--- src/wheel_current_power_limiter_core_defines.svh ---
// Assertion macros for the wheel current power limiter.
// Used by the top level; expects clk_i and rst_ni in the enclosing scope.
`ifndef WHEEL_CURRENT_POWER_LIMITER_CORE_DEFINES_SVH
`define WHEEL_CURRENT_POWER_LIMITER_CORE_DEFINES_SVH

// Same-cycle implication, checked on every rising edge outside reset.
`define WCPL_ASSERT_NOW(label, ante, cons, msg) \
  label: assert property (@(posedge clk_i) disable iff (!rst_ni) (ante) |-> (cons)) \
    else $error(msg);

// Next-cycle implication, checked on every rising edge outside reset.
`define WCPL_ASSERT_NEXT(label, ante, cons, msg) \
  label: assert property (@(posedge clk_i) disable iff (!rst_ni) (ante) |=> (cons)) \
    else $error(msg);

`endif

--- src/wcpl_pkg.sv ---
// Shared widths, types and codes of the wheel current power limiter.
// Used by the channel interfaces and by every module of the block.
package wcpl_pkg;

  localparam int WHEEL_COUNT = 4;
  localparam int WC_SH       = $clog2(WHEEL_COUNT);

  localparam int CMD_W  = 16;
  localparam int MAG_W  = 16;
  localparam int TOT_W  = 18;
  localparam int E_W    = 12;
  localparam int WMC_W  = 15;
  localparam int OFL_W  = 17;
  localparam int SQ_W   = 2 * E_W;
  localparam int WQ_W   = WMC_W + SQ_W;
  localparam int NUM_W  = WQ_W + WC_SH;
  localparam int DT_W   = SQ_W + TOT_W;
  localparam int LO_W   = 24;
  localparam int HI_W   = NUM_W - LO_W;
  localparam int DVD_W  = MAG_W + NUM_W;

  // A scaled magnitude is strictly below the original one, so it fits in 15 bits.
  localparam int Q_W        = CMD_W - 1;
  localparam int PRE_STAGES = 4;
  localparam int PIPE_DEPTH = PRE_STAGES + Q_W;

  localparam int CFG_IDX_W  = 2;
  localparam int CFG_DATA_W = 17;

  typedef enum logic [CFG_IDX_W-1:0] {
    CFG_WHEEL_MAX   = 2'd0,
    CFG_LOW_THR     = 2'd1,
    CFG_OFFLINE_LIM = 2'd2
  } cfg_idx_e;

  typedef enum logic [1:0] {
    MODE_FULL,
    MODE_ENERGY,
    MODE_OFFLINE
  } lim_mode_e;

  typedef struct packed {
    logic [WMC_W-1:0] wheel_max;
    logic [E_W-1:0]   low_thr;
    logic [OFL_W-1:0] offline_lim;
  } cfg_t;

  localparam cfg_t CFG_RESET = '{
    wheel_max:   15'd16384,
    low_thr:     12'd640,
    offline_lim: 17'd8000
  };

  typedef logic signed [CMD_W-1:0] cmd_t;

  typedef struct packed {
    logic [WHEEL_COUNT-1:0][CMD_W-1:0] cur;
    logic                              scaled;
  } res_t;

endpackage

--- src/wcpl_limit.sv ---
// Shared limit path: merges the lane magnitudes into a total, forms the
// limit as a fraction num/den, decides scaling and carries the divisor along
// the divider stages. Depends on wcpl_pkg.
module wcpl_limit (
  input  logic                                          clk_i,
  input  logic                                          rst_ni,
  input  logic                                          en_i,
  input  logic                                          in_valid_i,
  input  logic                                          link_offline_i,
  input  logic [wcpl_pkg::E_W-1:0]                      buffer_energy_i,
  input  logic [wcpl_pkg::MAG_W-1:0]                    mag_i [wcpl_pkg::WHEEL_COUNT],
  input  wcpl_pkg::cfg_t                                cfg_i,
  output logic [wcpl_pkg::NUM_W-1:0]                    num_o,
  output logic [wcpl_pkg::Q_W-1:0][wcpl_pkg::DT_W-1:0]  dvs_o,
  output logic                                          scale_o,
  output logic                                          res_valid_o
);
  import wcpl_pkg::*;

  logic [TOT_W-1:0]      total_d, total_q;
  lim_mode_e             mode_d, mode_q;
  logic [SQ_W-1:0]       thr_sq, esq_d, esq_q, den_d, den_q;
  logic [WQ_W-1:0]       wq_prod;
  logic [NUM_W-1:0]      num_d, num_q;
  logic [DT_W-1:0]       dt_d, dt_q, dt3_q;
  logic                  scale_q;
  logic [Q_W-1:0][DT_W-1:0] dvs_q;
  logic [Q_W:0]          sc_q;
  logic [PIPE_DEPTH-1:0] vld_q;

  always_comb begin
    total_d = '0;
    for (int i = 0; i < WHEEL_COUNT; i++) begin
      total_d = total_d + TOT_W'(mag_i[i]);
    end
  end

  always_comb begin
    if (link_offline_i) begin
      mode_d = MODE_OFFLINE;
    end else if (buffer_energy_i < cfg_i.low_thr) begin
      mode_d = MODE_ENERGY;
    end else begin
      mode_d = MODE_FULL;
    end
  end

  assign thr_sq = SQ_W'(cfg_i.low_thr) * SQ_W'(cfg_i.low_thr);
  assign esq_d  = SQ_W'(buffer_energy_i) * SQ_W'(buffer_energy_i);
  assign den_d  = (mode_d == MODE_ENERGY) ? thr_sq : SQ_W'(1);

  assign wq_prod = WQ_W'(cfg_i.wheel_max) * WQ_W'(esq_q);

  always_comb begin
    case (mode_q)
      MODE_OFFLINE: num_d = NUM_W'(cfg_i.offline_lim);
      MODE_ENERGY:  num_d = NUM_W'(wq_prod) << WC_SH;
      default:      num_d = NUM_W'(cfg_i.wheel_max) << WC_SH;
    endcase
  end

  assign dt_d = DT_W'(den_q) * DT_W'(total_q);

  always_ff @(posedge clk_i) begin
    if (en_i) begin
      total_q <= total_d;
      mode_q  <= mode_d;
      esq_q   <= esq_d;
      den_q   <= den_d;
      num_q   <= num_d;
      dt_q    <= dt_d;
      scale_q <= dt_q > DT_W'(num_q);
      dt3_q   <= dt_q;
      dvs_q   <= {dvs_q[Q_W-2:0], dt3_q};
      sc_q    <= {sc_q[Q_W-1:0], scale_q};
    end
  end

  always_ff @(posedge clk_i or negedge rst_ni) begin
    if (!rst_ni) begin
      vld_q <= '0;
    end else if (en_i) begin
      vld_q <= {vld_q[PIPE_DEPTH-2:0], in_valid_i};
    end
  end

  assign num_o       = num_q;
  assign dvs_o       = dvs_q;
  assign scale_o     = sc_q[Q_W];
  assign res_valid_o = vld_q[PIPE_DEPTH-1];

endmodule

--- config.mk ---
export PLATFORM = sky130hd
export DESIGN_NAME = wcpl_limit
export DESIGN_NICKNAME = d
export VERILOG_FILES = /design/src/wheel_current_power_limiter_core_defines.svh /design/src/wcpl_pkg.sv /design/src/wcpl_limit.sv
export SDC_FILE = /design/constraint.sdc
export NUM_CORES = 2
export LEC_CHECK = 0
export ABC_AREA = 0
export BUFFER_PORTS_ARGS = -buffer_cell sky130_fd_sc_hd__buf_2
export CORE_AREA = 2 2 340 342
export CTS_CLUSTER_DIAMETER = 80
export DETAILED_ROUTE_END_ITERATION = 16
export DIE_AREA = 0 0 342 344
export GPL_ROUTABILITY_DRIVEN = 0
export HOLD_SLACK_MARGIN = 0.06
export MAX_ROUTING_LAYER = met4
export PLACE_DENSITY = 0.79
export SLEW_MARGIN = 40
export SYNTH_ARGS = -nofsm -noshare
export SYNTH_HDL_FRONTEND = slang
export SYNTH_SLANG_ARGS = --single-unit
--- constraint.sdc ---
create_clock -name clk_i -period 6.4 [get_ports clk_i]
set_clock_uncertainty 0.2 [all_clocks]
set_input_delay 0.64 -clock clk_i [delete_from_list [all_inputs] [get_ports clk_i]]
set_output_delay 0.64 -clock clk_i [all_outputs]
set_load 0.01 [all_outputs]
==> metrics.cfg <==
[yosys]
postSynthAreaPerCell_sq_um = 12.2
yosys_warnings = 0
synth_compound_gate_area_share_pct = 4.31
syn_inst = 5031
ys_types = 72
synthArstFlopShare_pct = 2.22
synth_edf_count = 838
ys.flop_type = edfxtp_1
synth-seq-cells = 857
synthXorXnorAreaFrac_pct = 1.71
syn_area_sq_um = 61300
synth_top_family_by_area = adder cells
synthSimpleGateAreaFrac_pct = 9.69
synthMuxAreaShare_pct = 0.404
seq_area_frac_synth_pct = 41.8
synthAdderAreaFrac_pct = 34.9

[floorplan]
start_util_pct = 53.8
die_w_microns = 342
io_pins = 798
die_y_microns = 344
core-area_sq_um = 114000
dieArea_sq_um = 118000
fp-row-count = 124

[worst_setup_path]
slowest_stage = edfxtp_1
required_ps = 6610
endpoint_kind = flop
crit_arrival_ps = 7110
r2r_cells = 23
cpPeakStageDelay_ps = 560
worstSetupPathType = flop to flop
r2r_end = dt_q[37]
crit-reg2reg-launch = den_q[14]
start_kind = flop
cp_cell_sequence = and2_4 -> fa_1 -> inv_1 -> fa_1 -> inv_1 -> fa_2 -> inv_1 -> fa_1 -> fa_1 -> inv_1 -> fa_1 -> ha_1 -> nand4_1 -> or4_4 -> or4_4 -> a211oi_4 -> o21ai_2 -> a21boi_2 -> buf_4 -> buf_4 -> buf_4 -> nor2_1 -> xnor2_1
reg2reg_slack_ps = -500
cp_max_fo = 8
crit_top_cell = fa_1

[detailed_routing]
vias_per_cell = 5.51
drtIter0Drc = 3977
vias = 42900
drc_errors = 0
antenna_left = 0
wire_per_inst_microns = 24.0
drt_pass1_iterations = 8
wl_microns = 187000

[final_layout]
areaGrowthSynthToFinish_pct = 21.5
finalNonFillerCells = 7786
nNetsFinal = 7540
drive_gt1_share_pct = 25.3

[global_routing]
overflow = 0
grt.total_usage_pct = 32.1
antenna_found_initial = 22
first_global_vias = 43900
grt_pass1_wl_microns = 269000
grt_max_degree = 169

[placed_design]
hpwl_microns = 149000
portBuffers = 797
dp_cells = 7524

[sta]
rsz0062_at_grt = true
timing.slew.headroom_pct = 46.0
fin_crit_ps = 6900
finalHoldViolations = 0
setup_ws_ps = -499
clock.fmax_mhz = 145
maxSlewViolCount = 0
finalSetupViolations = 20
worst_slew_pin_slew_ps = 810
finalCritPeriodShare_pct = 108

[run_status]
violations = negative setup slack
status = finished with violations

[cts]
root_buffer = clkbuf_16
cts_buffer_depth = 3
clk_pin_slew_ps = 60
htree_levels = 3
cts.sinks = 857
numCtsBuffers = 92
clk-insertion-delay-late_ps = 720
tritoncts = built

[flow_run]
cap_viol_max_count = 0

[worst_hold_path]
hold_depth = 3
holdCritStartpoint = cfg_i[5]
hold_class = input pin to flop
hold-path-endpoint = num_o[5]

[metal layers]
| metal | wire, microns | share of wire (%) | global-route usage [%] | vias to the layer above |
|---|---|---|---|---|
| met5 | 0 | 0 | - | - |
| met4 | 16200 | 8.7 | 23.2 | 0 |
| met3 | 17100 | 9.2 | 6.05 | 557 |
| met2 | 89100 | 48 | 50.5 | 2294 |
| met1 | 64200 | 34 | 37.2 | 21700 |
| li1 | - | - | - | 18400 |
[flip-flops by register name, indices dropped and copies added, names as in the netlist]
name and count:
den_q 23, dt3_q 42, dt_q 42, dvs_o 630, esq_q 23, mode_q 2, num_o 41, sc_q 16
scale_q 1, total_q 18, vld_q 19
[critical path: cells and delay by family, from the launching register on]
family          cells  cell delay, ps
compound gates      3             600
xor+xnor            1             150
fa+ha+maj           7            3240
buf+inv             7             530
flops               1             560
simple gates        5            1340
[cell type report]
type,instances,area [sq um]
antenna,10,25.0
clock buffer,111,2410
clock inverter,57,713
fill,8197,39400
inverter,995,3730
multi-input combinational,3015,32100
sequential,857,25600
tap,1512,1890
timing repair buffer,1229,7900
[kinds of logic after synthesis]
family | Yosys count
compound gates | 404
xor+xnor | 120
fa+ha+maj | 1225
buf+inv | 1170
flops | 857
mux | 22
other cells | 2
simple gates | 1231
[through the flow]
step	worst slack [ps]	hold WS [ps]	TNS [ps]	cell area, sq um	utilization (%)
2_1_floorplan	-66.2	144	-66.2	61500	-
3_3_place_gp	-290	201	-5470	69600	61.1
3_5_place_dp	-431	205	-8360	69600	61.1
4_1_cts	-379	66.9	-2910	73400	64.5
5_1_grt	-668	97.6	-8490	74400	65.4
6_report	-499	118	-3910	74500	65.4
[cell usage in the layout, fill, tap and decap left out, drive strengths merged, types with 9 or more instances in the layout]
master / netlist / layout
a211oi: 15 / 15
a21o: 64 / 64
a21oi: 126 / 126
a221oi: 10 / 10
a31oi: 14 / 14
and2: 374 / 374
and3: 20 / 20
buf: 10 / 1224
clkbuf: 165 / 112
clkinv: 4 / 38
conb: 2 / 13
dfrtp: 19 / 19
diode: 0 / 10
edfxtp: 838 / 838
fa: 804 / 804
ha: 421 / 421
inv: 991 / 1001
mux2: 22 / 22
nand2: 552 / 552
nand2b: 22 / 22
nand3: 18 / 18
nand4: 23 / 23
nor2: 137 / 137
nor2b: 24 / 24
nor3: 26 / 26
o211ai: 9 / 9
o21a: 11 / 11
o21ai: 82 / 82
o21bai: 12 / 12
or2: 12 / 12
or3: 11 / 11
xnor2: 76 / 76
xor2: 44 / 44
[Yosys cell counts, types with 64 or more instances]
cell,n,area (sq um)
a21o_1,64,480
a21oi_1,125,626
and2_1,373,2330
clkbuf_1,164,616
edfxtp_1,838,25200
fa_1,804,16100
ha_1,421,5270
inv_1,991,3720
nand2_1,552,2070
nor2_1,137,514
o21ai_0,73,365
xnor2_1,76,666
[how the worst max path moves through the flow]
stage,from,end,slack (ps),depth (start not counted)
6_report,den_q[14],dt_q[37],-500,23
5_1_grt,total_q[13],dt_q[33],-670,25
4_1_cts,total_q[12],dt_q[41],-380,22
3_5_place_dp,total_q[5],dt_q[41],-430,23
3_3_place_gp,den_q[14],dt_q[41],-290,22
2_1_floorplan,den_q[17],dt_q[41],-70,26
[timing repair]
action                                  CTS  global route
pin swaps                                50           106
buffers inserted                         35            48
cloned                                    0             1
endpoints found under the setup margin   23            38
hold endpoints to repair                 22             0
resized for setup                       100           170
hold buffers                              4             0
Power is left out: the tool's default activity adds up to more than one toggle a clock period on the data nets, which glitch-free logic cannot reach.
