$ cat src/wheel_current_power_limiter_core_defines.svh
// Assertion macros for the wheel current power limiter.
// Used by the top level; expects clk_i and rst_ni in the enclosing scope.
`ifndef WHEEL_CURRENT_POWER_LIMITER_CORE_DEFINES_SVH
`define WHEEL_CURRENT_POWER_LIMITER_CORE_DEFINES_SVH

// Same-cycle implication, checked on every rising edge outside reset.
`define WCPL_ASSERT_NOW(label, ante, cons, msg) \
  label: assert property (@(posedge clk_i) disable iff (!rst_ni) (ante) |-> (cons)) \
    else $error(msg);

// Next-cycle implication, checked on every rising edge outside reset.
`define WCPL_ASSERT_NEXT(label, ante, cons, msg) \
  label: assert property (@(posedge clk_i) disable iff (!rst_ni) (ante) |=> (cons)) \
    else $error(msg);

`endif

$ cat src/wcpl_pkg.sv
// Shared widths, types and codes of the wheel current power limiter.
// Used by the channel interfaces and by every module of the block.
package wcpl_pkg;

  localparam int WHEEL_COUNT = 4;
  localparam int WC_SH       = $clog2(WHEEL_COUNT);

  localparam int CMD_W  = 16;
  localparam int MAG_W  = 16;
  localparam int TOT_W  = 18;
  localparam int E_W    = 12;
  localparam int WMC_W  = 15;
  localparam int OFL_W  = 17;
  localparam int SQ_W   = 2 * E_W;
  localparam int WQ_W   = WMC_W + SQ_W;
  localparam int NUM_W  = WQ_W + WC_SH;
  localparam int DT_W   = SQ_W + TOT_W;
  localparam int LO_W   = 24;
  localparam int HI_W   = NUM_W - LO_W;
  localparam int DVD_W  = MAG_W + NUM_W;

  // A scaled magnitude is strictly below the original one, so it fits in 15 bits.
  localparam int Q_W        = CMD_W - 1;
  localparam int PRE_STAGES = 4;
  localparam int PIPE_DEPTH = PRE_STAGES + Q_W;

  localparam int CFG_IDX_W  = 2;
  localparam int CFG_DATA_W = 17;

  typedef enum logic [CFG_IDX_W-1:0] {
    CFG_WHEEL_MAX   = 2'd0,
    CFG_LOW_THR     = 2'd1,
    CFG_OFFLINE_LIM = 2'd2
  } cfg_idx_e;

  typedef enum logic [1:0] {
    MODE_FULL,
    MODE_ENERGY,
    MODE_OFFLINE
  } lim_mode_e;

  typedef struct packed {
    logic [WMC_W-1:0] wheel_max;
    logic [E_W-1:0]   low_thr;
    logic [OFL_W-1:0] offline_lim;
  } cfg_t;

  localparam cfg_t CFG_RESET = '{
    wheel_max:   15'd16384,
    low_thr:     12'd640,
    offline_lim: 17'd8000
  };

  typedef logic signed [CMD_W-1:0] cmd_t;

  typedef struct packed {
    logic [WHEEL_COUNT-1:0][CMD_W-1:0] cur;
    logic                              scaled;
  } res_t;

endpackage

$ cat src/wcpl_lane.sv
// One wheel lane: magnitude, product with the limit numerator and a
// pipelined restoring divider, one quotient bit per stage. Depends on wcpl_pkg.
module wcpl_lane (
  input  logic                                          clk_i,
  input  logic                                          en_i,
  input  wcpl_pkg::cmd_t                                cmd_i,
  output logic [wcpl_pkg::MAG_W-1:0]                    mag_o,
  input  logic [wcpl_pkg::NUM_W-1:0]                    num_i,
  input  logic [wcpl_pkg::Q_W-1:0][wcpl_pkg::DT_W-1:0]  dvs_i,
  input  logic                                          scale_i,
  output wcpl_pkg::cmd_t                                res_o
);
  import wcpl_pkg::*;

  cmd_t                      cmd_q [PIPE_DEPTH];
  logic [MAG_W-1:0]          mag_q [2];
  logic [MAG_W+LO_W-1:0]     plo_q;
  logic [MAG_W+HI_W-1:0]     phi_q;
  logic [DVD_W-1:0]          rem_q [Q_W];
  logic [Q_W-1:0]            quot_q [Q_W];
  cmd_t                      cmd_last;
  logic [CMD_W-1:0]          q_ext;

  assign mag_o = cmd_i[CMD_W-1] ? MAG_W'(-cmd_i) : MAG_W'(cmd_i);

  always_ff @(posedge clk_i) begin
    if (en_i) begin
      cmd_q[0] <= cmd_i;
      for (int k = 1; k < PIPE_DEPTH; k++) begin
        cmd_q[k] <= cmd_q[k-1];
      end
      mag_q[0] <= mag_o;
      mag_q[1] <= mag_q[0];
      // The numerator is cut in two so that each multiplier stays narrow.
      plo_q    <= (MAG_W+LO_W)'(mag_q[1]) * (MAG_W+LO_W)'(num_i[LO_W-1:0]);
      phi_q    <= (MAG_W+HI_W)'(mag_q[1]) * (MAG_W+HI_W)'(num_i[NUM_W-1:LO_W]);
      rem_q[0] <= (DVD_W'(phi_q) << LO_W) + DVD_W'(plo_q);
    end
  end

  for (genvar k = 0; k < Q_W; k++) begin : g_div
    localparam int SH = Q_W - 1 - k;
    logic [DVD_W-1:0] dsh;
    logic             ge;
    logic [Q_W-1:0]   quot_prev;

    assign dsh = DVD_W'(dvs_i[k]) << SH;
    assign ge  = rem_q[k] >= dsh;

    if (k == 0) begin : g_first
      assign quot_prev = '0;
    end else begin : g_next
      assign quot_prev = quot_q[k-1];
    end

    always_ff @(posedge clk_i) begin
      if (en_i) begin
        quot_q[k] <= {quot_prev[Q_W-2:0], ge};
      end
    end

    if (k < Q_W - 1) begin : g_rem
      always_ff @(posedge clk_i) begin
        if (en_i) begin
          rem_q[k+1] <= ge ? rem_q[k] - dsh : rem_q[k];
        end
      end
    end
  end

  assign cmd_last = cmd_q[PIPE_DEPTH-1];
  assign q_ext    = CMD_W'(quot_q[Q_W-1]);

  always_comb begin
    if (!scale_i) begin
      res_o = cmd_last;
    end else if (cmd_last[CMD_W-1]) begin
      res_o = -cmd_t'(q_ext);
    end else begin
      res_o = cmd_t'(q_ext);
    end
  end

endmodule

$ cat config.mk
export PLATFORM = sky130hd
export DESIGN_NAME = wcpl_lane
export DESIGN_NICKNAME = d
export VERILOG_FILES = /design/src/wheel_current_power_limiter_core_defines.svh /design/src/wcpl_pkg.sv /design/src/wcpl_lane.sv
export SDC_FILE = /design/constraint.sdc
export NUM_CORES = 2
export LEC_CHECK = 0
export ABC_CLOCK_PERIOD_IN_PS = 6900
export BUFFER_PORTS_ARGS = -buffer_cell sky130_fd_sc_hd__buf_2
export CORE_UTILIZATION = 35
export CTS_CLUSTER_SIZE = 40
export DETAILED_ROUTE_END_ITERATION = 10
export GPL_ROUTABILITY_DRIVEN = 0
export HOLD_SLACK_MARGIN = 0.15
export RECOVER_POWER = 100
export SYNTH_ARGS = -nofsm -noshare
export SYNTH_HDL_FRONTEND = slang
export SYNTH_SLANG_ARGS = --single-unit
$ cat constraint.sdc
create_clock -name clk_i -period 6.9 [get_ports clk_i]
set_clock_uncertainty 0.15 [all_clocks]
set_input_delay 0.345 -clock clk_i [delete_from_list [all_inputs] [get_ports clk_i]]
set_output_delay 0.345 -clock clk_i [all_outputs]
set_load 0.03 [all_outputs]
==> impl_metrics.py <==
metrics = {
    "critical_path": {
        "r2r_start": "mag_q[0][22]$_DFFE_PP_",
        "worst_ep_arrival_time_ns": 7.13,
        "path_delay_family": "adder cells",
        "critPathMostFrequentCell": "fa_1",
        "crit_slowest_cell": "fa_1",
        "worstPathMaxFanout": 8,
        "worstReg2RegEnd": "plo_q[39]$_DFFE_PP_",
        "cp_cell_sequence": "buf_12 > buf_4 > and2_1 > fa_1 > inv_1 > fa_1 > fa_1 > inv_1 > fa_1 > fa_1 > inv_1 > fa_1 > inv_1 > ha_1 > buf_4 > a21o_1 > a21o_1 > a211oi_2 > a2111o_1 > nand3_1 > a21o_1 > nand2_1 > o21ai_0 > xnor2_1",
        "path_buf_inv": 7,
        "path_depth": 24,
        "crit_path_end": "plo_q[39]$_DFFE_PP_",
        "start_kind": "flip-flop",
        "crit_type": "reg2reg",
        "max_stage_delay_ns": 0.54,
        "setup.worst_path.end_class": "flip-flop",
        "ff2ff_setup_slack_ns": 0.17,
        "cp.required_ns": 7.30,
        "ff2ff_path_depth": 24,
        "crit_path_start": "mag_q[0][22]$_DFFE_PP_",
    },
    "floorplan": {
        "num_rows": 205,
        "die_w_um": 561.9,
        "ios": 722,
        "core_um2": 311900,
        "die-area_um2": 315700,
        "initial_utilization_pct": 35.17,
        "die_h_um": 561.9,
    },
    "logic_synthesis": {
        "synthCells": 11263,
        "synth_top_area_share_pct": 37.83,
        "async_reset_ff_share_pct": 0,
        "syn_area_per_cell_um2": 9.740,
        "yosys.area.top_type": "edfxtp_1",
        "syn_area_um2": 109700,
        "yosys-top-cells-count": "1,437 x inv_1, 1,382 x edfxtp_1, 1,197 x nand2_1",
        "synth_area_leaders": "edfxtp_1 38%, ha_1 9.9%, fa_1 9.7%, inv_1 4.9%, nand2_1 4.1%",
        "synth_seq_cells": 1382,
        "ys_seq_area_share_pct": 37.83,
        "yosys_warnings": 0,
        "yosysMostFrequentCell": "inv_1",
        "synth.distinct_cells": 119,
        "syn_nets": 13347,
        "yosys_most_used_dff": "edfxtp_1",
        "synth_edf_count": 1382,
    },
    "timing": {
        "hold_viol_final": 0,
        "rsz0062_at_grt": "false",
        "fin_crit_ns": 6.731,
        "holdWs_ns": 0.1690,
        "drv_slew": 1439,
        "tightest_slew_ns": 3.507,
        "fmax_mhz": 148.6,
        "fin_ws_ns": 0.1694,
        "setup_viol": 0,
        "max_slew_margin_pct": -133.8,
        "finalCritPeriodShare_pct": 97.54,
    },
    "grt": {
        "antenna_found_initial": 65,
        "gr-usage-all-layers_pct": 23.20,
        "grt_overflow": 0,
        "grt_pass1_wl_mm": 541.8,
        "grt_start_max_net_pins": 167,
        "grt_pass1_vias": 84897,
    },
    "cells_and_area": {
        "n_fill_cell": 30672,
        "fin_area_um2": 127100,
        "multi_input_area_um2": 60900,
        "drive_gt1_share_pct": 10.42,
        "fin_util_pct": 40.74,
        "nNetsFinal": 14350,
        "syn2layout_area_growth_pct": 15.84,
        "final-seq-area_um2": 41500,
    },
    "cts": {
        "cts_buffers": 171,
        "clkTransAtPathRegs_ns": 0.06,
        "clock_tree.buffer_depth": 4,
        "htreeDepth": 4,
        "cts_tree": "yes",
        "clockRootBuffer": "clkbuf_16",
        "insertion_delay_ns": 0.87,
        "cts.sinks": 1382,
    },
    "power_and_ir_drop": {
        "seqPwrFrac_pct": 21.9,
        "power_switching_mw": 34.81,
        "power.leakage_nw": 54.76,
        "power.share.combinational_pct": 65.9,
        "total_power_mw": 74.21,
        "p_int_mw": 39.40,
        "switching_share_pct": 46.91,
        "p_per_area_nw_per_um2": 584.0,
        "power_frac_clock_pct": 12.2,
        "vdd_drop_max_mv": 1.150,
    },
    "drt": {
        "ant_nets": 0,
        "vias": 86630,
        "finalWirelength_mm": 377.3,
        "via_per_inst": 5.229,
        "drtIter0Drc": 7121,
        "drtPass1Iterations": 6,
        "drc": 0,
        "routedWlPerCell_um": 22.77,
    },
    "place": {
        "port_buffers": 721,
        "pre_cts_slack_ns": -0.06776,
        "dpl.hpwl_mm": 310.4,
        "place_area_um2": 118600,
    },
    "outcome": {
        "violations": "capacitance limit, slew limit",
        "outcome": "finished with violations",
    },
    "min_path": {
        "hp-class": "in2reg",
    },
    "flow_run": {
        "drv_cap": 20,
    },
}
[stage by stage]
step | setup TNS, ns | instances
floorplan | 0 | 11263
global placement | 0 | 15899
detailed placement | -0.09442 | 15899
CTS | 0 | 16522
global route | 0 | 16541
finish | 0 | 16566
[layout by cell type (no fill, tap or decap), types with 103 or more instances in the layout]
cell              n
o21bai_1        104
clkbuf_16       175
edfxtp_1       1382
a21oi_1         826
buf_2           672
nor2_1          522
and2_1          299
nand3_1         173
o21ai_0         733
inv_1          1441
ha_1            864
dlygate4sd3_1   320
nand2_1        1199
fa_1            529
a21o_1          385
buf_4           152
xnor2_1         424
o21a_1          103
nor3_1          131
nand4_1         179
xor2_1          309
[sequential cells by signal, indices dropped and copies added (netlist names)]
name and flops:
mag_q 30, phi_q 33, plo_q 40, cmd_q 304
quot_q 120, rem_q 855
[worst min-delay path: cells and delay by family]
family,cells,cell delay [ns]
muxes,1,0.13
xor gates and xnor gates,1,0.13
buffers and inverters,2,0.19
adders and majority gates,1,0.24
[routing by layer]
layer / part of all wire (%) / global-route usage (%) / wire [µm] / vias to the layer above
li1: - / - / - / 41417
met1: 38 / 26.55 / 143300 / 41221
met2: 48 / 39.94 / 179900 / 3238
met3: 6.9 / 4.148 / 26040 / 710
met4: 7.4 / 14.85 / 27800 / 44
met5: 0.070 / 0 / 264 / -
[worst min path at each step]
| stage | from | depth (start not counted) | end |
|---|---|---|---|
| floorplan | cmd_q[9][0]$_DFFE_PP_ | 0 | cmd_q[10][0]$_DFFE_PP_ |
| global placement | cmd_q[2][15]$_DFFE_PP_ | 0 | cmd_q[3][15]$_DFFE_PP_ |
| detailed placement | cmd_q[9][12]$_DFFE_PP_ | 0 | cmd_q[10][12]$_DFFE_PP_ |
| CTS | dvs_i[97] | 5 | rem_q[0][196]$_DFFE_PP_ |
| global route | dvs_i[344] | 5 | rem_q[1][72]$_DFFE_PP_ |
| finish | dvs_i[9] | 5 | rem_q[0][80]$_DFFE_PP_ |
[what timing repair did]
item	CTS	global route
hold buffers	320	0
resized for setup	2	28
buffers inserted	1	10
pin swaps	2	9
endpoints found under the setup margin	2	14
cloned	0	3
hold endpoints to repair	462	0
[area by class of cell]
cell class	instances	area share [%]
clock inverters	115	0.9471
flip-flops and latches	1382	32.66
inverters	1442	4.259
clock buffers	187	3.431
diodes	31	0.06104
well taps	4140	4.076
multi-input cells	8023	47.92
repair buffers	1246	6.646
[cell families (layout without fill, tap and decap cells)]
| logic type | after synthesis | in the layout | synth area share, % |
|---|---|---|---|
| compound gates | 2719 | 2719 | 15.58 |
| xor+xnor | 733 | 733 | 5.852 |
| fa+ha+maj | 1394 | 1394 | 19.52 |
| buf+inv | 1858 | 2990 | 6.519 |
| flops | 1382 | 1382 | 37.83 |
| mux | 122 | 122 | 1.250 |
| other cells | 0 | 31 | 0 |
| simple gates | 3055 | 3055 | 13.46 |
[power by group through the flow]
stage / Sequential, mW / Combinational, mW / Clock [mW]
after floorplan: 15.3 / 30.8 / 0
after global placement: 16.3 / 47.6 / 0
after detailed placement: 16.3 / 47.7 / 0
after CTS: 16.2 / 48.5 / 9.26
after global routing: 16.4 / 53.3 / 9.54
final: 16.3 / 48.9 / 9.06
Note: power is estimated with default switching activity, not from simulation.
