`src/wheel_current_power_limiter_core_defines.svh`:
```
// Assertion macros for the wheel current power limiter.
// Used by the top level; expects clk_i and rst_ni in the enclosing scope.
`ifndef WHEEL_CURRENT_POWER_LIMITER_CORE_DEFINES_SVH
`define WHEEL_CURRENT_POWER_LIMITER_CORE_DEFINES_SVH

// Same-cycle implication, checked on every rising edge outside reset.
`define WCPL_ASSERT_NOW(label, ante, cons, msg) \
  label: assert property (@(posedge clk_i) disable iff (!rst_ni) (ante) |-> (cons)) \
    else $error(msg);

// Next-cycle implication, checked on every rising edge outside reset.
`define WCPL_ASSERT_NEXT(label, ante, cons, msg) \
  label: assert property (@(posedge clk_i) disable iff (!rst_ni) (ante) |=> (cons)) \
    else $error(msg);

`endif

```
`src/wcpl_pkg.sv`:
```
// Shared widths, types and codes of the wheel current power limiter.
// Used by the channel interfaces and by every module of the block.
package wcpl_pkg;

  localparam int WHEEL_COUNT = 4;
  localparam int WC_SH       = $clog2(WHEEL_COUNT);

  localparam int CMD_W  = 16;
  localparam int MAG_W  = 16;
  localparam int TOT_W  = 18;
  localparam int E_W    = 12;
  localparam int WMC_W  = 15;
  localparam int OFL_W  = 17;
  localparam int SQ_W   = 2 * E_W;
  localparam int WQ_W   = WMC_W + SQ_W;
  localparam int NUM_W  = WQ_W + WC_SH;
  localparam int DT_W   = SQ_W + TOT_W;
  localparam int LO_W   = 24;
  localparam int HI_W   = NUM_W - LO_W;
  localparam int DVD_W  = MAG_W + NUM_W;

  // A scaled magnitude is strictly below the original one, so it fits in 15 bits.
  localparam int Q_W        = CMD_W - 1;
  localparam int PRE_STAGES = 4;
  localparam int PIPE_DEPTH = PRE_STAGES + Q_W;

  localparam int CFG_IDX_W  = 2;
  localparam int CFG_DATA_W = 17;

  typedef enum logic [CFG_IDX_W-1:0] {
    CFG_WHEEL_MAX   = 2'd0,
    CFG_LOW_THR     = 2'd1,
    CFG_OFFLINE_LIM = 2'd2
  } cfg_idx_e;

  typedef enum logic [1:0] {
    MODE_FULL,
    MODE_ENERGY,
    MODE_OFFLINE
  } lim_mode_e;

  typedef struct packed {
    logic [WMC_W-1:0] wheel_max;
    logic [E_W-1:0]   low_thr;
    logic [OFL_W-1:0] offline_lim;
  } cfg_t;

  localparam cfg_t CFG_RESET = '{
    wheel_max:   15'd16384,
    low_thr:     12'd640,
    offline_lim: 17'd8000
  };

  typedef logic signed [CMD_W-1:0] cmd_t;

  typedef struct packed {
    logic [WHEEL_COUNT-1:0][CMD_W-1:0] cur;
    logic                              scaled;
  } res_t;

endpackage

```
`src/wcpl_skid.sv`:
```
// Output register with a one-entry skid buffer behind it, so the pipeline
// keeps a registered ready while the receiver stalls. Depends on wcpl_pkg.
module wcpl_skid (
  input  logic           clk_i,
  input  logic           rst_ni,
  input  logic           valid_i,
  input  wcpl_pkg::res_t data_i,
  output logic           ready_o,
  output logic           valid_o,
  output wcpl_pkg::res_t data_o,
  input  logic           ready_i
);
  import wcpl_pkg::*;

  logic out_valid_q, skid_valid_q;
  res_t out_data_q, skid_data_q;
  logic take;
  logic load_out;

  assign ready_o  = !skid_valid_q;
  assign take     = valid_i && ready_o;
  assign load_out = !out_valid_q || ready_i;

  always_ff @(posedge clk_i or negedge rst_ni) begin
    if (!rst_ni) begin
      out_valid_q  <= 1'b0;
      skid_valid_q <= 1'b0;
    end else if (load_out) begin
      out_valid_q  <= skid_valid_q || take;
      skid_valid_q <= 1'b0;
    end else if (take) begin
      skid_valid_q <= 1'b1;
    end
  end

  always_ff @(posedge clk_i) begin
    if (load_out) begin
      out_data_q <= skid_valid_q ? skid_data_q : data_i;
    end else if (take) begin
      skid_data_q <= data_i;
    end
  end

  assign valid_o = out_valid_q;
  assign data_o  = out_data_q;

endmodule

```
`config.mk`:
```
export PLATFORM = sky130hd
export DESIGN_NAME = wcpl_skid
export DESIGN_NICKNAME = d
export VERILOG_FILES = /design/src/wheel_current_power_limiter_core_defines.svh /design/src/wcpl_pkg.sv /design/src/wcpl_skid.sv
export SDC_FILE = /design/constraint.sdc
export NUM_CORES = 1
export LEC_CHECK = 0
export ABC_AREA = 1
export BUFFER_PORTS_ARGS = -buffer_cell sky130_fd_sc_hd__buf_2
export CORE_UTILIZATION = 39
export CTS_BUF_LIST = sky130_fd_sc_hd__clkbuf_8
export DETAILED_ROUTE_END_ITERATION = 10
export GPL_TIMING_DRIVEN = 0
export PLACE_DENSITY = 0.68
export SYNTH_ARGS = -nofsm -noshare
export SYNTH_HDL_FRONTEND = slang
export SYNTH_SLANG_ARGS = --single-unit
```
`constraint.sdc`:
```
create_clock -name clk_i -period 4.8 [get_ports clk_i]
set_input_delay 0.24 -clock clk_i [delete_from_list [all_inputs] [get_ports clk_i]]
set_output_delay 0.24 -clock clk_i [all_outputs]
set_load 0.02 [all_outputs]
```
==> results of run 1 <==
## layout make-up
class	instances	area [um2]
clock inverter	13	82.6
tap	147	184
timing repair buffer	203	1380
fill	995	5310
buffer	14	87.6
multi-input combinational	201	769
inverter	2	7.51
clock buffer	17	234
sequential	132	3950
## tightest hold or removal path, cell delays in order
cell and delay, ps:
buf_2 100, nor2_1 50, nand2_1 60
## synthesized netlist by cell type
library cell  instances  area share [%]
inv_1                 1           0.078
buf_2                 7            0.73
dfrtp_1               2             1.0
nand2_1             198              15
inv_2                 1           0.078
edfxtp_1            130              81
nor2_1                3            0.23
buf_4                 7             1.1
## routing by layer
| layer | global-route usage, % | up-vias | wire length (um) | part of all wire [%] |
|---|---|---|---|---|
| met5 | 0 | - | 0 | 0 |
| met4 | 8.42 | 0 | 241 | 2.3 |
| met3 | 6.27 | 22 | 577 | 5.6 |
| met2 | 28.1 | 111 | 5070 | 49 |
| met1 | 19.0 | 1492 | 4370 | 43 |
| li1 | - | 1624 | - | - |
## logic make-up after synthesis
group | count (synthesis) | share of synthesized area [%]
buffers and inverters | 16 | 1.98
DFF | 132 | 82.3
and+or+nand+nor | 201 | 15.7
## flip-flops by register name, indices dropped and copies added, names as in the netlist
signal,count
data_o,65
skid_data_q,65
skid_valid_q,1
valid_o,1
## what timing repair did
item,in CTS,in global routing
hold endpoints to repair,67,0
hold buffers,66,0
resized for setup,0,0
endpoints found under the setup margin,0,0
## power groups by stage
stage	clock [mW]	combinational, mW	sequential, mW
after detailed placement	0	0.300	1.42
after CTS	0.794	0.342	1.39
final	0.773	0.341	1.39
after floorplan	0	0.0920	1.50
after global placement	0	0.287	1.42
after global routing	0.841	0.370	1.40
## metrics by stage
| stage | std cells | utilization [%] | power (mW) |
|---|---|---|---|
| 2_1_floorplan | 349 | - | 1.59 |
| 3_3_place_gp | 631 | 47.2 | 1.71 |
| 3_5_place_dp | 633 | 47.7 | 1.72 |
| 4_1_cts | 729 | 55.8 | 2.53 |
| 5_1_grt | 729 | 55.8 | 2.61 |
| 6_report | 729 | 55.8 | 2.51 |
## path summary, 6_finish.rpt
path                                 start               to  depth (start not counted)
hold reg to reg            skid_data_q[38]       data_o[38]                          2
setup / recovery                   valid_o  skid_data_q[56]                          3
setup reg to reg                   valid_o  skid_data_q[56]                          3
hold / removal                     valid_i          valid_o                          3
min in group asynchronous           rst_ni     skid_valid_q                          2
max in group asynchronous           rst_ni          valid_o                          2
## layout by cell type (no fill, tap or decap), types with 2 or more instances in the layout
master and count:
inv_1 7, nand2_1 197, clkinv_2 6, clkbuf_8 17
buf_2 142, edfxtp_1 130, buf_4 7, nor2_1 2
dlygate4sd3_1 66, dfrtp_1 2
==> results.md, run 1 <==
* Outcome: complete, no violations
* Final worst slack at 2520 ps
* CP top delay family: simple AND/OR/NAND/NOR gates
* TritonCTS Buffers at 17
* RSZ-0062 raised after global routing: false
* Post-route cell area at between 6000 and 7000 um2
* Dpl hpwl at 6090 um
* Max cap viols at 0
* Vias in the first global route at roughly 3,200
* Buffers on Ports at between 100 and 150
* Reg-to-reg slack, setup at roughly 2500 ps
* Clk pwr share at between 30% and 40%
* Crit path launch type: flop
* Internal Power at 1.89 mW
* Final slew viol count at 0
* CP Cell Sequence: nand2_4 -> nor2_4 -> buf_12
* Final period demand of the worst path at between 2000 and 2500 ps
* TritonRoute pass-1 iters at 4
* Setup slack after placement at 2450 ps
* Post-Syn Area per Cell at between 10 and 15 um2
* Initial core utilization at between 30% and 40%
* Distinct cells, synth at 8
* Post-CTS setup buffers at 0
* CTS tree: built
* Post-synthesis sequential area ratio at 82.3%
* Actual slew at the worst max-slew pin at roughly 980 ps
* Max stage delay on crit path at roughly 730 ps
* Max VDD drop at between 0.2 and 0.25 mV
* Syn_nets at approximately 420
* Switching power at slightly above 0.6 mW
* Critical path class: flop to flop
* GRT Total Usage at between 10% and 20%
* Sequential fraction of design power at a little under three fifths
* Gpl congestion at between 0.7 and 0.8
* Clk root buf: clkbuf_8
* FMAX at 438 MHz
* #FFs+latches synth at ~130
* Final TNS setup at 0 ps
* Die Y at 113 um
* Clock Skews at between 7 and 8 ps
* Detailed Route Iter0 Violations at between 150 and 200
* Clk sinks at 132
* Largest net degree at the start of global routing at 69
* Drt drc at 0
* Hold Vio Cnt, Final at 0
* Via Count at 3,249
* Fin crit share at a little under half
* Combinational share of power at a little over an eighth
* Crit path DAT at roughly 2400 ps
* Critical path required time at just under 5000 ps
* Net Sw Frac at approximately 25%
* Antenna cells at 0
* PwrDens at between 300 and 400 nW/um2
* Clk pin slew, worst setup/hold paths at around 70 ps
* Final ANT Viol Nets at 0
* IO Count at about 140
* Final WL at approximately 10,000 um
* CP Max Fanout at ~70
* Buf/Inv on CP at 1
* Area after DPL at around 5700 um2
* Nets at 640
* Slowest-stage cell, CP: nor2_4
* HP Class: input pin to flop
* Vias per Instance at 4.46
* Rows at 40
* Syn. warnings at 0
* H-tree depth at 4
* Initial antenna violation count at 0
* Leak pwr at 2.95 nW
* Clock latency on the worst-skew pair at between 400 and 500 ps
* Clk buf depth at 2
* Mapped Area at just under 5000 um2
* WL/cell at 14.1 um
* First-pass GRT wire length at approximately 16,000 um
* Min Hold Slack at roughly 46 ps
* Global route overflow at 0
* Share of layout cells above drive strength 1 at between 30% and 40%
* Area Growth Syn to Fin at 39.5%
* Core Area at around 12,000 um2
* Die area at 12,800 um2
* Endpoints failing setup at 0
* Synth Instances at around 350
* Die X-Extent at 113 um
* Setup crit end kind: flop
* Max transition margin at about a third
Note: power is estimated with default switching activity, not from simulation.
==> run 2: changes to the inputs <==
- ABC_AREA: 1 -> 0
- clock period: 4.8 -> 1.84 ns (I/O delays scaled with it)
==> run 2 against run 1 <==
Effect of this change: first-iteration DRC count fell by 18%; cell area rose by 3.6%; synthesized cell count fell by 40%; area after synthesis rose by 0.83%; final cell count fell by 15%; worst setup slack got worse by 2400 ps; combinational power rose to 2.6 times the previous value; hold slack improved by 280 ps; critical path type unchanged; largest power group unchanged.
==> results.md, run 2 <==
* Die Y at 113 um (+0.41%)
* Die X-Extent at 113 um (+0.41%)
* Initial core utilization at 40.2% (+0.17 points)
* Combinational share of power at 12.5% (-1.1 points)
* Most used cell, CP: buf_6
* Final slew viol count at 0 (unchanged)
* First-pass GRT wire length at 15,400 um (-2.3%)
* Fin crit share at 95.1% (+48 points)
* Clk pin slew, worst setup/hold paths at 70 ps (about the same)
* CTS tree: built
* Post-Syn Area per Cell at 23.0 um2 (+67%)
* Top_reg_cell synth: edfxtp_1
* IO Count at 136 (unchanged)
* Max stage delay on crit path at 380 ps (-350 ps)
* Area Growth Syn to Fin at 43.3%
* Share of layout cells above drive strength 1 at 54.4% (+24 points)
* Rows at 40 (unchanged)
* Critical path class: flop to flop
* Largest net degree at the start of global routing at 35 (-49%)
* WL/cell at 15.8 um (+12%)
* Gpl congestion at 0.672 (-6.1%)
* Final TNS setup at 0 ps (unchanged)
* Slowest-stage cell, CP: dfrtp_1
* Internal Power at 5.43 mW (+190%)
* Dominant cell type by area after synthesis: edfxtp_1
* List of most frequent post-synthesis cells: edfxtp_1 (130), mux2_2 (48), mux2_4 (17)
* Reg-to-reg slack, setup at 90 ps (-2430 ps)
* RSZ-0062 raised after global routing: false
* Fin util at 57.6% (+1.7 points)
* Syn_nets at 280 (-33%)
* HP Class: input pin to flop
* CP Cell Sequence: buf_6 -> buf_6 -> buf_6 -> nor3b_4 -> buf_4 -> buf_12
* Outcome: complete, no violations
* Buffers on Ports at 135 (unchanged)
* Commonest non-fill, non-tap cell in the layout: buf_2
* Actual slew at the worst max-slew pin at 920 ps (-60.2 ps)
* Mapped Area at 4840 um2 (+0.83%)
* Clock Skews at 7.54 ps (-0.429 ps)
* Top cells by area, synth: edfxtp_1 (81%), mux2_2 (11%), mux2_4 (5.3%)
* Distinct cells, synth at 11 (+3)
* H-tree depth at 4 (unchanged)
* Clk pwr share at 36.4% (+5.6 points)
* Switching power at 1.64 mW (+160%)
* Crit path DAT at 1880 ps (-530 ps)
* Synth async-reset ratio at 1.52% (unchanged)
* Clk buf depth at 2 (unchanged)
* Setup crit end kind: flop
* Buf/Inv on CP at 5 (+4)
* Vias in the first global route at 2,974 (-8.4%)
* Final ANT Viol Nets at 0 (unchanged)
* Post-synth EDFFs at 130 (unchanged)
* FMAX at 571 MHz (+30%)
* Global route overflow at 0 (unchanged)
* Count leader, synth: edfxtp_1
* Dpl hpwl at 5700 um (-6.4%)
* TritonRoute pass-1 iters at 4 (unchanged)
* Nets at 510 (-20%)
* Clk sinks at 132 (unchanged)
* Leak pwr at 2.70 nW (-8.5%)
* CP Max Fanout at 27 (-60%)
* Via Count at 2,759 (-15%)
* Critical path required time at 1970 ps (-2950 ps)
* Detailed Route Iter0 Violations at 152 (-18%)
* Hold Vio Cnt, Final at 0 (unchanged)
* Vias per Instance at 4.44 (-0.47%)
* Max cap viols at 0 (unchanged)
* GRT Total Usage at 16.6% (-0.14 points)
* Syn. warnings at 0 (unchanged)
* Sequential fraction of design power at 51.1% (-4.5 points)
* #FFs+latches synth at 132 (unchanged)
* Final WL at 9850 um (-4.0%)
* Synth Instances at 211 (-40%)
* Final period demand of the worst path at 1750 ps (-532 ps)
* Initial antenna violation count at 0 (unchanged)
* Core Area at 12,100 um2 (+0.42%)
* Clock latency on the worst-skew pair at 430 ps (about the same)
* Post-synthesis sequential area ratio at 81.6% (-0.68 points)
* Area share of the largest cell type after synthesis at 80.6% (-0.67 points)
* PwrDens at 1020 nW/um2 (+170%)
* Clk root buf: clkbuf_8
* Max VDD drop at 0.578 mV (+180%)
* Antenna cells at 0 (unchanged)
* Drt drc at 0 (unchanged)
* TritonCTS Buffers at 17 (unchanged)
* Most frequent cells in the layout: buf_2 (139), edfxtp_1 (130), dlygate4sd3_1 (68)
* Crit path launch type: flop
* Endpoints failing setup at 0 (unchanged)
* Net Sw Frac at 23.2% (-1.6 points)
* Die area at 12,900 um2 (+0.82%)
* CP top delay family: buffers and inverters
* Max transition margin at 38.6% (+4.0 points)
## run 2: changes by cell type after synthesis, sizes merged
cell    before  now
buf         14    8
inv          2    1
mux2         0   65
nand2      198    1
nand2b       0    1
nor2         3    2
nor3b        0    1
## run 2: routing by layer
metal	up-vias	share of wire [%]	GRT usage, %
li1	1305	-	-
met1	1353	43	18.8
met2	92	51	28.4
met3	9	5.3	6.80
met4	0	1.1	6.05
met5	-	0	0
## run 2: area by class of cell
| type | instances | area (um2) |
|---|---|---|
| Fill cell | 947 | 5120 |
| Clock inverter | 15 | 188 |
| Clock buffer | 17 | 234 |
| Multi-Input combinational cell | 72 | 857 |
| Sequential cell | 132 | 3960 |
| Inverter | 1 | 3.75 |
| Timing Repair Buffer | 209 | 1430 |
| Tap cell | 168 | 210 |
| Buffer | 8 | 65.1 |
## run 2: path summary, 6_finish.rpt
| kind | from | endpoint | cells past startpoint |
|---|---|---|---|
| max reg2reg | skid_valid_q | skid_data_q[25] | 6 |
| max | skid_valid_q | skid_data_q[25] | 6 |
| min | ready_i | data_o[63] | 2 |
| min in group asynchronous | rst_ni | valid_o | 3 |
| max in group asynchronous | rst_ni | valid_o | 3 |
| min reg2reg | skid_data_q[38] | data_o[38] | 1 |
## run 2: timing repair
action / CTS / global route
pin swaps: 1 / 0
hold buffers: 68 / 0
gates cloned: 2 / 0
endpoints found under the setup margin: 65 / 45
hold endpoints to repair: 134 / 0
gates resized for setup: 0 / 2
buffers inserted: 3 / 0
## run 2: cell families after synthesis
logic type	after synthesis	share of synthesized area, %
DFF	132	81.6
buffers and inverters	9	1.42
muxes	65	16.4
and+or+nand+nor	5	0.517
## run 2: per-stage QoR
stage               power [mW]  cells  setup slack [ps]  hold WS (ps)  instance area (um2)
CTS                       7.15    622              40.6           302                 6930
floorplan                 4.14    211             -1240          -204                 4860
detailed placement        4.45    519              -741          -121                 5830
global placement          4.41    514             -2320          -123                 5750
global route              7.37    622              1.74           307                 6940
finish                    7.07    622              89.6           325                 6940
## run 2: power by group through the flow
stage	combinational, mW	clock (mW)	sequential (mW)
4_1_cts	0.891	2.64	3.61
2_1_floorplan	0.277	0	3.86
6_report	0.885	2.58	3.61
3_3_place_gp	0.736	0	3.67
3_5_place_dp	0.775	0	3.68
5_1_grt	0.952	2.79	3.63
## run 2: worst reg2reg max path: stages (launching register included)
cell and delay, ps:
dfrtp_1 380, buf_6 130, buf_6 150, buf_6 170, nor3b_4 260, buf_4 170
buf_12 180
==> run 3: changes to the inputs <==
- ABC_AREA: 0 -> 1
==> run 3 against run 2 <==
Effect of this change: first-iteration DRC count up 75%; critical endpoint is now ready_o; combinational power up 2%; critical path depth down 3; global-route usage up 0.93 points; power down 2.2%; die area down 0.81%; largest cell class unchanged; core utilization down 0.82 points; worst setup slack better by 58 ps; register-to-register slack better by 100 ps; clock skew up 4.6 ps.
==> results.md, run 3 (synthesized netlist as in run 1, its figures left out) <==
* Crit path launch type: flop
* Final slew viol count at 0 (unchanged)
* CP Max Fanout at 13 (-52%)
* Drt drc at 0 (unchanged)
* Die Y at 113 um (-0.41%)
* TritonCTS Buffers at 17 (unchanged)
* Outcome: complete, no violations
* Final ANT Viol Nets at 0 (unchanged)
* Clk pin slew, worst setup/hold paths at 80 ps (about the same)
* Critical path required time at 1750 ps (-220 ps)
* Initial antenna violation count at 0 (unchanged)
* Share of layout cells above drive strength 1 at 31.2% (-23 points)
* Clock latency on the worst-skew pair at 440 ps (about the same)
* Rows at 40 (unchanged)
* Fin util at 56.7% (-0.82 points)
* Vias in the first global route at 3,339 (+12%)
* Detailed Route Iter0 Violations at 266 (+75%)
* Clock Skews at 12.1 ps (+4.57 ps)
* Dpl hpwl at 6390 um (+12%)
* Nets at 643 (+26%)
* Crit path DAT at 1600 ps (-280 ps)
* Core Area at 12,000 um2 (-0.42%)
* Most frequent cells in the layout: nand2_1 (196), buf_2 (141), edfxtp_1 (130)
* Critical path class: flop to primary output
* Antenna cells at 0 (unchanged)
* Vias per Instance at 4.47 (+0.71%)
* Hold Vio Cnt, Final at 0 (unchanged)
* Final period demand of the worst path at 1690 ps (-58.3 ps)
* RSZ-0062 raised after global routing: false
* Die area at 12,800 um2 (-0.81%)
* Fin crit share at 92.0% (-3.2 points)
* CTS tree: built
* First-pass GRT wire length at 16,500 um (+7.2%)
* Largest net degree at the start of global routing at 70 (+100%)
* Final TNS setup at 0 ps (unchanged)
* Initial core utilization at 40.0% (-0.17 points)
* Commonest non-fill, non-tap cell in the layout: nand2_1
* Clk root buf: clkbuf_8
* Final WL at 10,500 um (+7.0%)
* Clk buf depth at 2 (unchanged)
* PwrDens at 1020 nW/um2 (-0.32%)
* Max transition margin at 61.9% (+23 points)
* Leak pwr at 2.97 nW (+10%)
* Area Growth Syn to Fin at 41.9%
* Max cap viols at 0 (unchanged)
* Actual slew at the worst max-slew pin at 571 ps (-349 ps)
* GRT Total Usage at 17.6% (+0.93 points)
* Global route overflow at 0 (unchanged)
* Via Count at 3,279 (+19%)
* FMAX at 591 MHz (+3.4%)
* Storage element area at 3960 um2 (unchanged)
* Die X-Extent at 113 um (-0.41%)
* Endpoints failing setup at 0 (unchanged)
* Max VDD drop at 0.654 mV (+13%)
* H-tree depth at 4 (unchanged)
* WL/cell at 14.4 um (-9.3%)
* Clk sinks at 132 (unchanged)
* Area of the multi-input gates at 792 um2 (-7.6%)
* Fillers at 997 (+5.3%)
* Gpl congestion at 0.727 (+8.1%)
* Buffers on Ports at 135 (unchanged)
* HP Class: input pin to flop
* Setup crit end kind: primary output
* TritonRoute pass-1 iters at 6 (+2)
* IO Count at 136 (unchanged)
## run 3: changes by cell type in the layout (fill, tap and decap cells not counted), sizes merged
cell	delta
bufinv	-1
clkinvlp	-2
nand2	+197
buf	+2
inv	+2
nor2	+2
nand2b	-3
nor3b	-1
clkinv	+2
mux2	-65
## run 3: area by class of cell
cell class              instances  share of cell area, %
clock buffers                  17                   3.43
repair buffers                206                   20.7
multi-input cells             202                   11.6
flip-flops and latches        132                   58.0
clock inverters                15                   2.17
well taps                     147                   2.70
inverters                       2                  0.110
plain buffers                  13                   1.21
## run 3: worst paths after layout
kind / from / endpoint / slack [ps] / depth (start not counted)
max in group asynchronous: rst_ni / valid_o / 1170 / 3
worst max-delay path: skid_valid_q / ready_o / 150 / 3
min in group asynchronous: rst_ni / valid_o / 530 / 3
worst max register to register: valid_o / skid_data_q[54] / 190 / 3
worst min-delay path: data_i[29] / skid_data_q[29] / 360 / 2
worst min register to register: skid_data_q[1] / data_o[1] / 520 / 2
## run 3: per-stage QoR
step / hold slack (ps) / worst slack, ps / instance area (um2) / std cells / power (mW)
finish: 359 / 148 / 6810 / 734 / 6.92
CTS: 327 / 83.5 / 6820 / 735 / 6.99
floorplan: -204 / -352 / 4830 / 349 / 4.15
global route: 339 / 15.9 / 6810 / 734 / 7.21
detailed placement: -118 / -298 / 5740 / 633 / 4.49
global placement: -122 / -989 / 5690 / 631 / 4.45
## run 3: critical path, cell delays in order, from the launching register on
cell	delay, ps
dfrtp_1	420
inv_2	250
buf_2	290
buf_2	200
## run 3: timing repair
item,CTS,global route
endpoints found under the hold margin,134,0
endpoints found under the setup margin,65,7
gates resized for setup,2,0
hold buffers,68,0
setup buffers,1,0
pin swaps,1,0
gates cloned,1,0
## run 3: report_power, final
group | switching, mW | internal, mW
combinational | 0.558 | 0.344
sequential | 0.0584 | 3.58
clock | 1.09 | 1.30
total | 1.70 | 5.22
## run 3: per-layer routing
| layer | global-route usage, % | wire length (um) | share of wire [%] | up-vias |
|---|---|---|---|---|
| met3 | 6.37 | 494 | 4.7 | 14 |
| met2 | 29.6 | 5310 | 50 | 97 |
| li1 | - | - | - | 1631 |
| met5 | 0 | 0 | 0 | - |
| met1 | 20.1 | 4560 | 43 | 1537 |
| met4 | 7.89 | 174 | 1.7 | 0 |
